### src/rtl/ibm_ieee_float_converter_macros.svh
// assertion macros shared by the converter rtl
`ifndef IBM_IEEE_FLOAT_CONVERTER_MACROS_SVH
`define IBM_IEEE_FLOAT_CONVERTER_MACROS_SVH

// same-cycle implication, checked outside reset
`define IBF_ASSERT_IMPL(lbl, ante, cons, msg) \
    lbl: assert property (@(posedge aclk) disable iff (!aresetn) (ante) |-> (cons)) \
        else $error(msg);

// next-cycle implication, checked outside reset
`define IBF_ASSERT_NEXT(lbl, ante, cons, msg) \
    lbl: assert property (@(posedge aclk) disable iff (!aresetn) (ante) |=> (cons)) \
        else $error(msg);

`endif

### src/rtl/ibf_pkg.sv
// types, constants and helpers shared by the converter stages
`timescale 1ns / 1ps
`default_nettype none
package ibf_pkg;

    localparam int WORD_W = 32;
    localparam int EXP_W  = 10;   // signed working exponent
    localparam int CFG_IDX_W  = 1;
    localparam int CFG_DATA_W = 1;

    // configuration register indexes
    localparam logic [CFG_IDX_W-1:0] CFG_TO_IBM_DIRECTION = 1'b0;
    localparam logic [CFG_IDX_W-1:0] CFG_SWAP_BYTES       = 1'b1;

    localparam logic signed [EXP_W-1:0] IBM_EXP_ADJ  = 10'sd130;
    localparam logic signed [EXP_W-1:0] IEEE_EXP_MAX = 10'sd254;
    localparam logic [8:0]              IEEE_TO_IBM_ADJ = 9'd130;
    localparam logic [30:0]             IEEE_MAX_MAG = 31'h7f7fffff;
    localparam logic [30:0]             IBM_MAX_MAG  = 31'h7fffffff;
    localparam logic [7:0]              IEEE_EXP_SPECIAL = 8'hff;

    typedef enum logic [1:0] {
        CLS_NORMAL,
        CLS_ZERO,
        CLS_SIGNED_ZERO,
        CLS_SATURATE
    } cls_t;

    typedef struct packed {
        logic                    to_ibm;
        logic                    swap;
        cls_t                    cls;
        logic                    sign;
        logic signed [EXP_W-1:0] expo;
        logic [WORD_W-1:0]       mant;
        logic                    last;
    } ibf_item_t;

    function automatic logic [WORD_W-1:0] rev_bytes(input logic [WORD_W-1:0] w);
        return {w[7:0], w[15:8], w[23:16], w[31:24]};
    endfunction

endpackage
`default_nettype wire

### src/rtl/ibm_ieee_float_converter.sv
// top level of the ibm hex float / ieee-754 single word converter
`timescale 1ns / 1ps
`default_nettype none
// Converts one 32-bit word per accepted input word, either from IBM System/360
// hexadecimal single (sign, excess-64 base-16 exponent, 24-bit fraction) to
// IEEE-754 single or the other way round, set by register 0 (to_ibm_direction,
// reset 0 = ibm to ieee). Register 1 (swap_bytes, reset 1) reverses the byte
// order of the ibm-side word: on the input when going to ieee, on the output
// when going to ibm. Fractions are truncated. Ibm zero fractions and exponent
// underflow give +0, exponent overflow saturates to the largest finite ieee
// value; ieee inf and nan give the largest ibm magnitude and denormals are
// renormalized. The datapath is a three-stage pipeline (decode, normalize,
// pack), each stage registered, and one word per cycle streams through; a
// stalled output holds every stage in place. Write the registers only while
// no word is in flight. last_in rides along with its word unchanged.
module ibm_ieee_float_converter (
    input  wire logic                           aclk,
    input  wire logic                           aresetn,
    // configuration write port
    input  wire logic                           cfg_wr_en,
    input  wire logic [ibf_pkg::CFG_IDX_W-1:0]  cfg_index,
    input  wire logic [ibf_pkg::CFG_DATA_W-1:0] cfg_data,
    // input words
    input  wire logic                           s_valid,
    output logic                                s_ready,
    input  wire logic [ibf_pkg::WORD_W-1:0]     s_word_in,
    input  wire logic                           s_last_in,
    // result words
    output logic                                m_valid,
    input  wire logic                           m_ready,
    output logic [ibf_pkg::WORD_W-1:0]          m_word_out,
    output logic                                m_last_out
);
    import ibf_pkg::*;

    // configuration registers
    logic      to_ibm_direction_reg;
    logic      swap_bytes_reg;

    // stage handshakes and payloads
    logic      s1_valid;
    logic      s1_ready;
    ibf_item_t s1_item;
    logic      s2_valid;
    logic      s2_ready;
    ibf_item_t s2_item;

    always_ff @(posedge aclk) begin
        if (!aresetn) begin
            to_ibm_direction_reg <= 1'b0;
            swap_bytes_reg       <= 1'b1;
        end else if (cfg_wr_en) begin
            unique case (cfg_index)
                CFG_TO_IBM_DIRECTION: to_ibm_direction_reg <= cfg_data[0];
                CFG_SWAP_BYTES:       swap_bytes_reg       <= cfg_data[0];
                default: ;
            endcase
        end
    end

    // stage 1: swap input word, classify, rebias exponent
    ibf_decode u_decode (
        .aclk      (aclk),
        .aresetn   (aresetn),
        .to_ibm    (to_ibm_direction_reg),
        .swap      (swap_bytes_reg),
        .in_valid  (s_valid),
        .in_ready  (s_ready),
        .in_word   (s_word_in),
        .in_last   (s_last_in),
        .out_valid (s1_valid),
        .out_ready (s1_ready),
        .out_item  (s1_item)
    );

    // stage 2: leading-zero count (bits or hex digits) and shift
    ibf_normalize u_normalize (
        .aclk      (aclk),
        .aresetn   (aresetn),
        .in_valid  (s1_valid),
        .in_ready  (s1_ready),
        .in_item   (s1_item),
        .out_valid (s2_valid),
        .out_ready (s2_ready),
        .out_item  (s2_item)
    );

    // stage 3: range checks, pack fields, output swap; holds the result word
    ibf_pack u_pack (
        .aclk      (aclk),
        .aresetn   (aresetn),
        .in_valid  (s2_valid),
        .in_ready  (s2_ready),
        .in_item   (s2_item),
        .out_valid (m_valid),
        .out_ready (m_ready),
        .out_word  (m_word_out),
        .out_last  (m_last_out)
    );

`include "ibm_ieee_float_converter_macros.svh"

    // every accepted word shows up in the first stage
`IBF_ASSERT_NEXT(a_accept_lands, s_valid && s_ready, s1_valid, "accepted word not in first stage")

endmodule
`default_nettype wire

### src/rtl/ibf_decode.sv
// first stage: byte swap, special-case classification, exponent rebias
`timescale 1ns / 1ps
`default_nettype none
module ibf_decode (
    input  wire logic                      aclk,
    input  wire logic                      aresetn,
    input  wire logic                      to_ibm,
    input  wire logic                      swap,
    input  wire logic                      in_valid,
    output logic                           in_ready,
    input  wire logic [ibf_pkg::WORD_W-1:0] in_word,
    input  wire logic                      in_last,
    output logic                           out_valid,
    input  wire logic                      out_ready,
    output ibf_pkg::ibf_item_t             out_item
);
    import ibf_pkg::*;

    logic              valid_reg;
    ibf_item_t         item_reg;
    ibf_item_t         item_next;
    logic [WORD_W-1:0] w_ibm;
    logic [7:0]        ex;
    logic [8:0]        ex9;
    logic [8:0]        ex9_rnd;
    logic [1:0]        sh;
    logic [WORD_W-1:0] fr;

    assign w_ibm   = swap ? rev_bytes(in_word) : in_word;
    assign ex      = in_word[30:23];
    assign ex9     = {1'b0, ex} + IEEE_TO_IBM_ADJ;
    assign ex9_rnd = ex9 + 9'd3;
    // align to a hex-digit boundary
    assign sh      = 2'd0 - ex9[1:0];
    assign fr      = (ex != 8'd0) ? {1'b1, in_word[22:0], 8'd0} : {in_word[22:0], 9'd0};

    always_comb begin
        item_next        = '0;
        item_next.to_ibm = to_ibm;
        item_next.swap   = swap;
        item_next.last   = in_last;
        if (to_ibm) begin
            item_next.sign = in_word[31];
            item_next.mant = fr >> sh;
            item_next.expo = EXP_W'(ex9_rnd[8:2]);
            if (ex == IEEE_EXP_SPECIAL) begin
                item_next.cls = CLS_SATURATE;
            end else if (in_word[30:0] == 31'd0) begin
                item_next.cls = CLS_SIGNED_ZERO;
            end else begin
                item_next.cls = CLS_NORMAL;
            end
        end else begin
            item_next.sign = w_ibm[31];
            item_next.mant = {w_ibm[23:0], 8'd0};
            item_next.expo = $signed({1'b0, w_ibm[30:24], 2'b00}) - IBM_EXP_ADJ;
            item_next.cls  = (w_ibm[23:0] == 24'd0) ? CLS_ZERO : CLS_NORMAL;
        end
    end

    assign in_ready = !valid_reg || out_ready;

    always_ff @(posedge aclk) begin
        if (!aresetn) begin
            valid_reg <= 1'b0;
        end else if (in_ready) begin
            valid_reg <= in_valid;
        end
    end

    always_ff @(posedge aclk) begin
        if (in_ready && in_valid) begin
            item_reg <= item_next;
        end
    end

    assign out_valid = valid_reg;
    assign out_item  = item_reg;

endmodule
`default_nettype wire

### src/rtl/ibf_normalize.sv
// second stage: leading-zero count and normalizing shift
`timescale 1ns / 1ps
`default_nettype none
module ibf_normalize (
    input  wire logic               aclk,
    input  wire logic               aresetn,
    input  wire logic               in_valid,
    output logic                    in_ready,
    input  wire ibf_pkg::ibf_item_t in_item,
    output logic                    out_valid,
    input  wire logic               out_ready,
    output ibf_pkg::ibf_item_t      out_item
);
    import ibf_pkg::*;

    // leading zero bit count, 24 when the fraction is empty
    function automatic logic [4:0] lz24(input logic [23:0] f);
        logic [4:0] n;
        n = 5'd24;
        for (int i = 0; i < 24; i++) begin
            if (f[i]) begin
                n = 5'(23 - i);
            end
        end
        return n;
    endfunction

    // leading zero hex digits, at most seven
    function automatic logic [2:0] lz_hex(input logic [WORD_W-1:0] f);
        logic [2:0] n;
        logic       hit;
        n   = 3'd0;
        hit = 1'b0;
        for (int i = 7; i > 0; i--) begin
            if (!hit && f[4*i +: 4] == 4'd0) begin
                n = n + 3'd1;
            end else begin
                hit = 1'b1;
            end
        end
        return n;
    endfunction

    logic       valid_reg;
    ibf_item_t  item_reg;
    ibf_item_t  item_next;
    logic [4:0] lz_bits;
    logic [2:0] lz_digits;
    logic [4:0] amt;
    logic [4:0] exp_dec;

    assign lz_bits   = lz24(in_item.mant[31:8]);
    assign lz_digits = lz_hex(in_item.mant);
    assign amt       = in_item.to_ibm ? {lz_digits, 2'b00} : lz_bits;
    assign exp_dec   = in_item.to_ibm ? {2'b00, lz_digits} : lz_bits;

    always_comb begin
        item_next      = in_item;
        item_next.mant = in_item.mant << amt;
        item_next.expo = in_item.expo - $signed({{(EXP_W-5){1'b0}}, exp_dec});
    end

    assign in_ready = !valid_reg || out_ready;

    always_ff @(posedge aclk) begin
        if (!aresetn) begin
            valid_reg <= 1'b0;
        end else if (in_ready) begin
            valid_reg <= in_valid;
        end
    end

    always_ff @(posedge aclk) begin
        if (in_ready && in_valid) begin
            item_reg <= item_next;
        end
    end

    assign out_valid = valid_reg;
    assign out_item  = item_reg;

endmodule
`default_nettype wire

### src/rtl/ibf_pack.sv
// third stage: range checks, packing and output byte swap
`timescale 1ns / 1ps
`default_nettype none
module ibf_pack (
    input  wire logic                      aclk,
    input  wire logic                      aresetn,
    input  wire logic                      in_valid,
    output logic                           in_ready,
    input  wire ibf_pkg::ibf_item_t        in_item,
    output logic                           out_valid,
    input  wire logic                      out_ready,
    output logic [ibf_pkg::WORD_W-1:0]     out_word,
    output logic                           out_last
);
    import ibf_pkg::*;

    logic              valid_reg;
    logic [WORD_W-1:0] word_reg;
    logic              last_reg;
    logic              dir_reg;
    logic              swap_reg;
    logic [WORD_W-1:0] ieee_word;
    logic [WORD_W-1:0] ibm_word;
    logic [WORD_W-1:0] word_next;

    always_comb begin
        ieee_word = '0;
        if (in_item.cls == CLS_ZERO) begin
            ieee_word = '0;
        end else if (in_item.expo > IEEE_EXP_MAX) begin
            ieee_word = {in_item.sign, IEEE_MAX_MAG};
        end else if (in_item.expo <= $signed(EXP_W'(0))) begin
            ieee_word = '0;
        end else begin
            ieee_word = {in_item.sign, in_item.expo[7:0], in_item.mant[30:8]};
        end
    end

    always_comb begin
        unique case (in_item.cls)
            CLS_SATURATE:    ibm_word = {in_item.sign, IBM_MAX_MAG};
            CLS_SIGNED_ZERO: ibm_word = {in_item.sign, 31'd0};
            CLS_ZERO:        ibm_word = '0;
            CLS_NORMAL:      ibm_word = {in_item.sign, in_item.expo[6:0], in_item.mant[31:8]};
            default:         ibm_word = '0;
        endcase
    end

    assign word_next = in_item.to_ibm ? (in_item.swap ? rev_bytes(ibm_word) : ibm_word)
                                      : ieee_word;

    assign in_ready = !valid_reg || out_ready;

    always_ff @(posedge aclk) begin
        if (!aresetn) begin
            valid_reg <= 1'b0;
        end else if (in_ready) begin
            valid_reg <= in_valid;
        end
    end

    always_ff @(posedge aclk) begin
        if (in_ready && in_valid) begin
            word_reg <= word_next;
            last_reg <= in_item.last;
            dir_reg  <= in_item.to_ibm;
            swap_reg <= in_item.swap;
        end
    end

    assign out_valid = valid_reg;
    assign out_word  = word_reg;
    assign out_last  = last_reg;

`include "ibm_ieee_float_converter_macros.svh"

    // ieee results are finite
`IBF_ASSERT_IMPL(a_ieee_finite, valid_reg && !dir_reg, word_reg[30:23] != IEEE_EXP_SPECIAL, "ieee result is inf or nan")
    // no denormals are produced
`IBF_ASSERT_IMPL(a_ieee_no_denorm, valid_reg && !dir_reg && (word_reg[30:23] == 8'd0), word_reg == '0, "ieee result is denormal or signed zero")
    // ibm fractions leave with a nonzero leading digit
`IBF_ASSERT_IMPL(a_ibm_normal, valid_reg && dir_reg && !swap_reg && (word_reg[23:0] != 24'd0), word_reg[23:20] != 4'd0, "ibm result not normalized")

endmodule
`default_nettype wire

### config.mk
export PLATFORM = sky130hd
export DESIGN_NAME = ibm_ieee_float_converter
export DESIGN_NICKNAME = d
export VERILOG_FILES = /design/src/rtl/ibf_pkg.sv /design/src/rtl/ibm_ieee_float_converter.sv /design/src/rtl/ibf_decode.sv /design/src/rtl/ibf_normalize.sv /design/src/rtl/ibf_pack.sv
export VERILOG_INCLUDE_DIRS = /design/src /design/src/rtl
export SDC_FILE = /design/constraint.sdc
export NUM_CORES = 1
export LEC_CHECK = 0
export BUFFER_PORTS_ARGS = -buffer_cell sky130_fd_sc_hd__buf_2
export CAP_MARGIN = 25
export CORE_UTILIZATION = 56
export CTS_CLUSTER_DIAMETER = 120
export DETAILED_ROUTE_END_ITERATION = 10
export PLACE_DENSITY = 0.78
export SLEW_MARGIN = 0
export SYNTH_ARGS = -nofsm -noshare
export SYNTH_HDL_FRONTEND = slang
export SYNTH_SLANG_ARGS = --single-unit
export TNS_END_PERCENT = 10
### constraint.sdc
create_clock -name aclk -period 4.8 [get_ports aclk]
set_input_delay 0.48 -clock aclk [delete_from_list [all_inputs] [get_ports aclk]]
set_output_delay 0.48 -clock aclk [all_outputs]
set_load 0.01 [all_outputs]
==> metrics <==
Pint=2.32 mW; Worst Skew=0.0111 ns; Cells after Synth=1019; Final ANT Viol Nets=0; CP Capture Point=u_normalize.out_item[40]; root buffer cell=clkbuf_16; Finished Layout Cells=1319; Die X=132 microns; dpl cells=1283; cts bufs inserted=17; max_slew headroom=33.2%; CP startpoint=u_decode.out_item[24]; P&R area growth vs syn=15.1%; GRT Residual Overflow=0; Skew-Pair Late Insertion Delay=0.43 ns; Async SR Flop Fraction=0%; Layout Nets=1144; num rows=47; EDFF count, synth=116; Post-Route WL=23.1 mm; # DRC=0; FILL cells=1328; clock share of power=37.6%; Synth Area per Inst=9.23 sq um; Final period util=105%; Fmax=198 MHz; unrepaired setup endpoints after global routing=yes; Final Core Density=65.8%; setup ws final=-0.251 ns; Yosys top cell area share=37.0%; clock tree from TritonCTS=yes; pwr/cell area=303 nW/um^2; Core ar.=16500 sq um; # setup viols final=7; #FFs+latches synth=121; gpl congestion=0.964; Gate power share=21.8%; post-DP HPWL=16.5 mm; worst r2r dst=u_normalize.out_item[40]; first-pass GRT wire length=37.6 mm; DR iter-0 viols=484; r2r worst-path depth=24; Largest register FFs=43; Synth Cell Area=9400 sq um; IO Pins=75; top-count cell post-synth=mux2i_1; share of cells above drive strength 1=18.8%; Sink Count=121; Worst R2R Setup Slack=-0.25 ns; Final Max Slew Viols=0; Arr. time, crit path=5.22 ns; worst slew pin tran=0.999 ns; worst reg2reg startpoint=u_decode.out_item[24]; Reg power frac=40.5%; Total Die Area=17300 sq um; Synthesis Warnings=0; Max IR drop VDD=0.310 mV; Lkg Pwr=4.37 nW; Psw=0.963 mW; worst-path maximum fanout=3; ranking of synthesized cells by area=edfxtp_1 (37%), mux2i_1 (14%), o21ai_0 (4.2%); vias in the first global route=7389; initial antenna violation count=0; Vias=8213; failing checks=negative setup slack; CTS clk-pin slew, worst paths=0.05 ns; critical path class=flop to flop; Pre-Repair DR Iteration Count=8; Initial Util=57.1%; GRT Util Overall=27.1%; Setup crit end kind=flop; H-tree depth=4; Final Hold Vio Count=0; Synthesized Nets=1077; die height=132 microns; Worst Setup Start Kind=flop; Top FF cell, synth=edfxtp_1; Antenna Cells=0; Period minus WS final=5.05 ns; Synth top cells by count=mux2i_1 (133), edfxtp_1 (116), nand2_1 (100); port buffer count=74; Hold WC Path Type=input port to flop; Sw Share=29.4%; cell accounting for the most synthesized area=edfxtp_1; outcome=finished with violations; Worst Path Required=4.97 ns; register area share after synthesis=38.1%; final hold slack=0.235 ns; Max Buffers Root-to-Sink=2; Max Cap Viol=0; vias per cell=6.23; largest net degree at the start of global routing=44; Synth cell types=80; wire length per cell=17.5 microns
[worst max-delay path: stages (launching register included)]
cell and delay (ns):
edfxtp_1 0.41, or4_4 0.54, a21boi_2 0.15, ha_1 0.26, nor3_2 0.19, nor2_1 0.07
ha_1 0.30, mux2_2 0.27, ha_1 0.28, inv_1 0.05, a21boi_1 0.14, ha_1 0.16
nor4b_4 0.20, xnor2_1 0.16, nor2_1 0.10, xnor2_1 0.13, nor2_1 0.11, xnor2_1 0.13
a2bb2oi_1 0.20, ha_1 0.29, a21oi_2 0.15, o21bai_1 0.08, a21o_1 0.22, nor3_2 0.13
xor2_1 0.08
[layer usage]
| layer | GRT usage (%) | share of wire (%) | wire (microns) |
|---|---|---|---|
| met5 | 0 | 0 | 0 |
| met3 | 3.97 | 5.9 | 1370 |
| met1 | 34.8 | 42 | 9740 |
| met4 | 12.5 | 3.4 | 782 |
| met2 | 45.1 | 49 | 11200 |
[cells by family (layout without fill, tap and decap cells)]
family / count (synthesis) / after routing / synth area share (%)
and+or+nand+nor: 333 / 333 / 17.6
AOI/OAI and AO/OA: 279 / 279 / 19.4
muxes: 143 / 143 / 15.4
DFF: 121 / 121 / 38.1
buffers and inverters: 101 / 181 / 4.76
xor gates and xnor gates: 24 / 24 / 2.24
adders and majority gates: 18 / 18 / 2.47
[metrics by stage]
step                      instance area [sq um]  power [mW]  TNS, ns  worst slack, ns
after global placement                    10100        2.02   -0.802           -0.185
after CTS                                 10800        3.28    -1.29           -0.267
final                                     10800        3.28    -1.19           -0.251
after detailed placement                  10200        2.04    -1.52           -0.312
after global routing                      10800        3.41    -3.37           -0.556
after floorplan                            9440        1.83   -0.651           -0.153
[power groups by stage]
stage / Combinational [mW] / Sequential (mW) / Clock (mW)
5_1_grt: 0.784 / 1.34 / 1.29
2_1_floorplan: 0.505 / 1.33 / 0
6_report: 0.716 / 1.33 / 1.23
3_3_place_gp: 0.675 / 1.35 / 0
3_5_place_dp: 0.691 / 1.35 / 0
4_1_cts: 0.699 / 1.33 / 1.25
[cell usage in the layout (no fill, tap or decap), drive strengths merged, types with 7 or more instances in the layout]
cell / n
clkinv: 8
o21ai: 81
mux2: 8
xor2: 7
nand2: 100
ha: 17
a21oi: 62
nand3: 25
a22oi: 12
nor2: 86
inv: 24
nor4: 13
mux2i: 135
buf: 129
nand4: 16
a211oi: 28
o211ai: 12
nor3: 22
o22ai: 11
nor2b: 24
xnor2: 17
edfxtp: 116
clkbuf: 17
[how the worst min path moves through the flow]
stage | from | end | slack, ns | cells past startpoint
after detailed placement | u_decode.out_item[43] | u_normalize.out_item[43] | 0.40 | 0
after floorplan | u_decode.out_item[0] | u_normalize.out_item[0] | 0.40 | 0
after global routing | s_last_in | u_decode.out_item[0] | 0.24 | 1
final | s_last_in | u_decode.out_item[0] | 0.24 | 1
after global placement | u_normalize.out_item[0] | u_pack.out_last | 0.40 | 0
after CTS | s_last_in | u_decode.out_item[0] | 0.22 | 1
[layout make-up]
cell class                 instances  area (sq um)  area share [%]
timing repair buffer             129           843            7.79
clock inverter                    15           149            1.38
multi-input combinational        797          5470            50.6
inverter                          20          75.1           0.693
sequential                       121          3590            33.1
tap                              220           275            2.54
clock buffer                      17           425            3.93
[timing repair]
item | CTS | global route
hold buffers | 0 | 0
setup endpoints to repair | 6 | 15
pin swaps | 6 | 5
resized for setup | 2 | 5
buffers inserted | 1 | 2
Note: power is estimated with default switching activity, not from simulation.
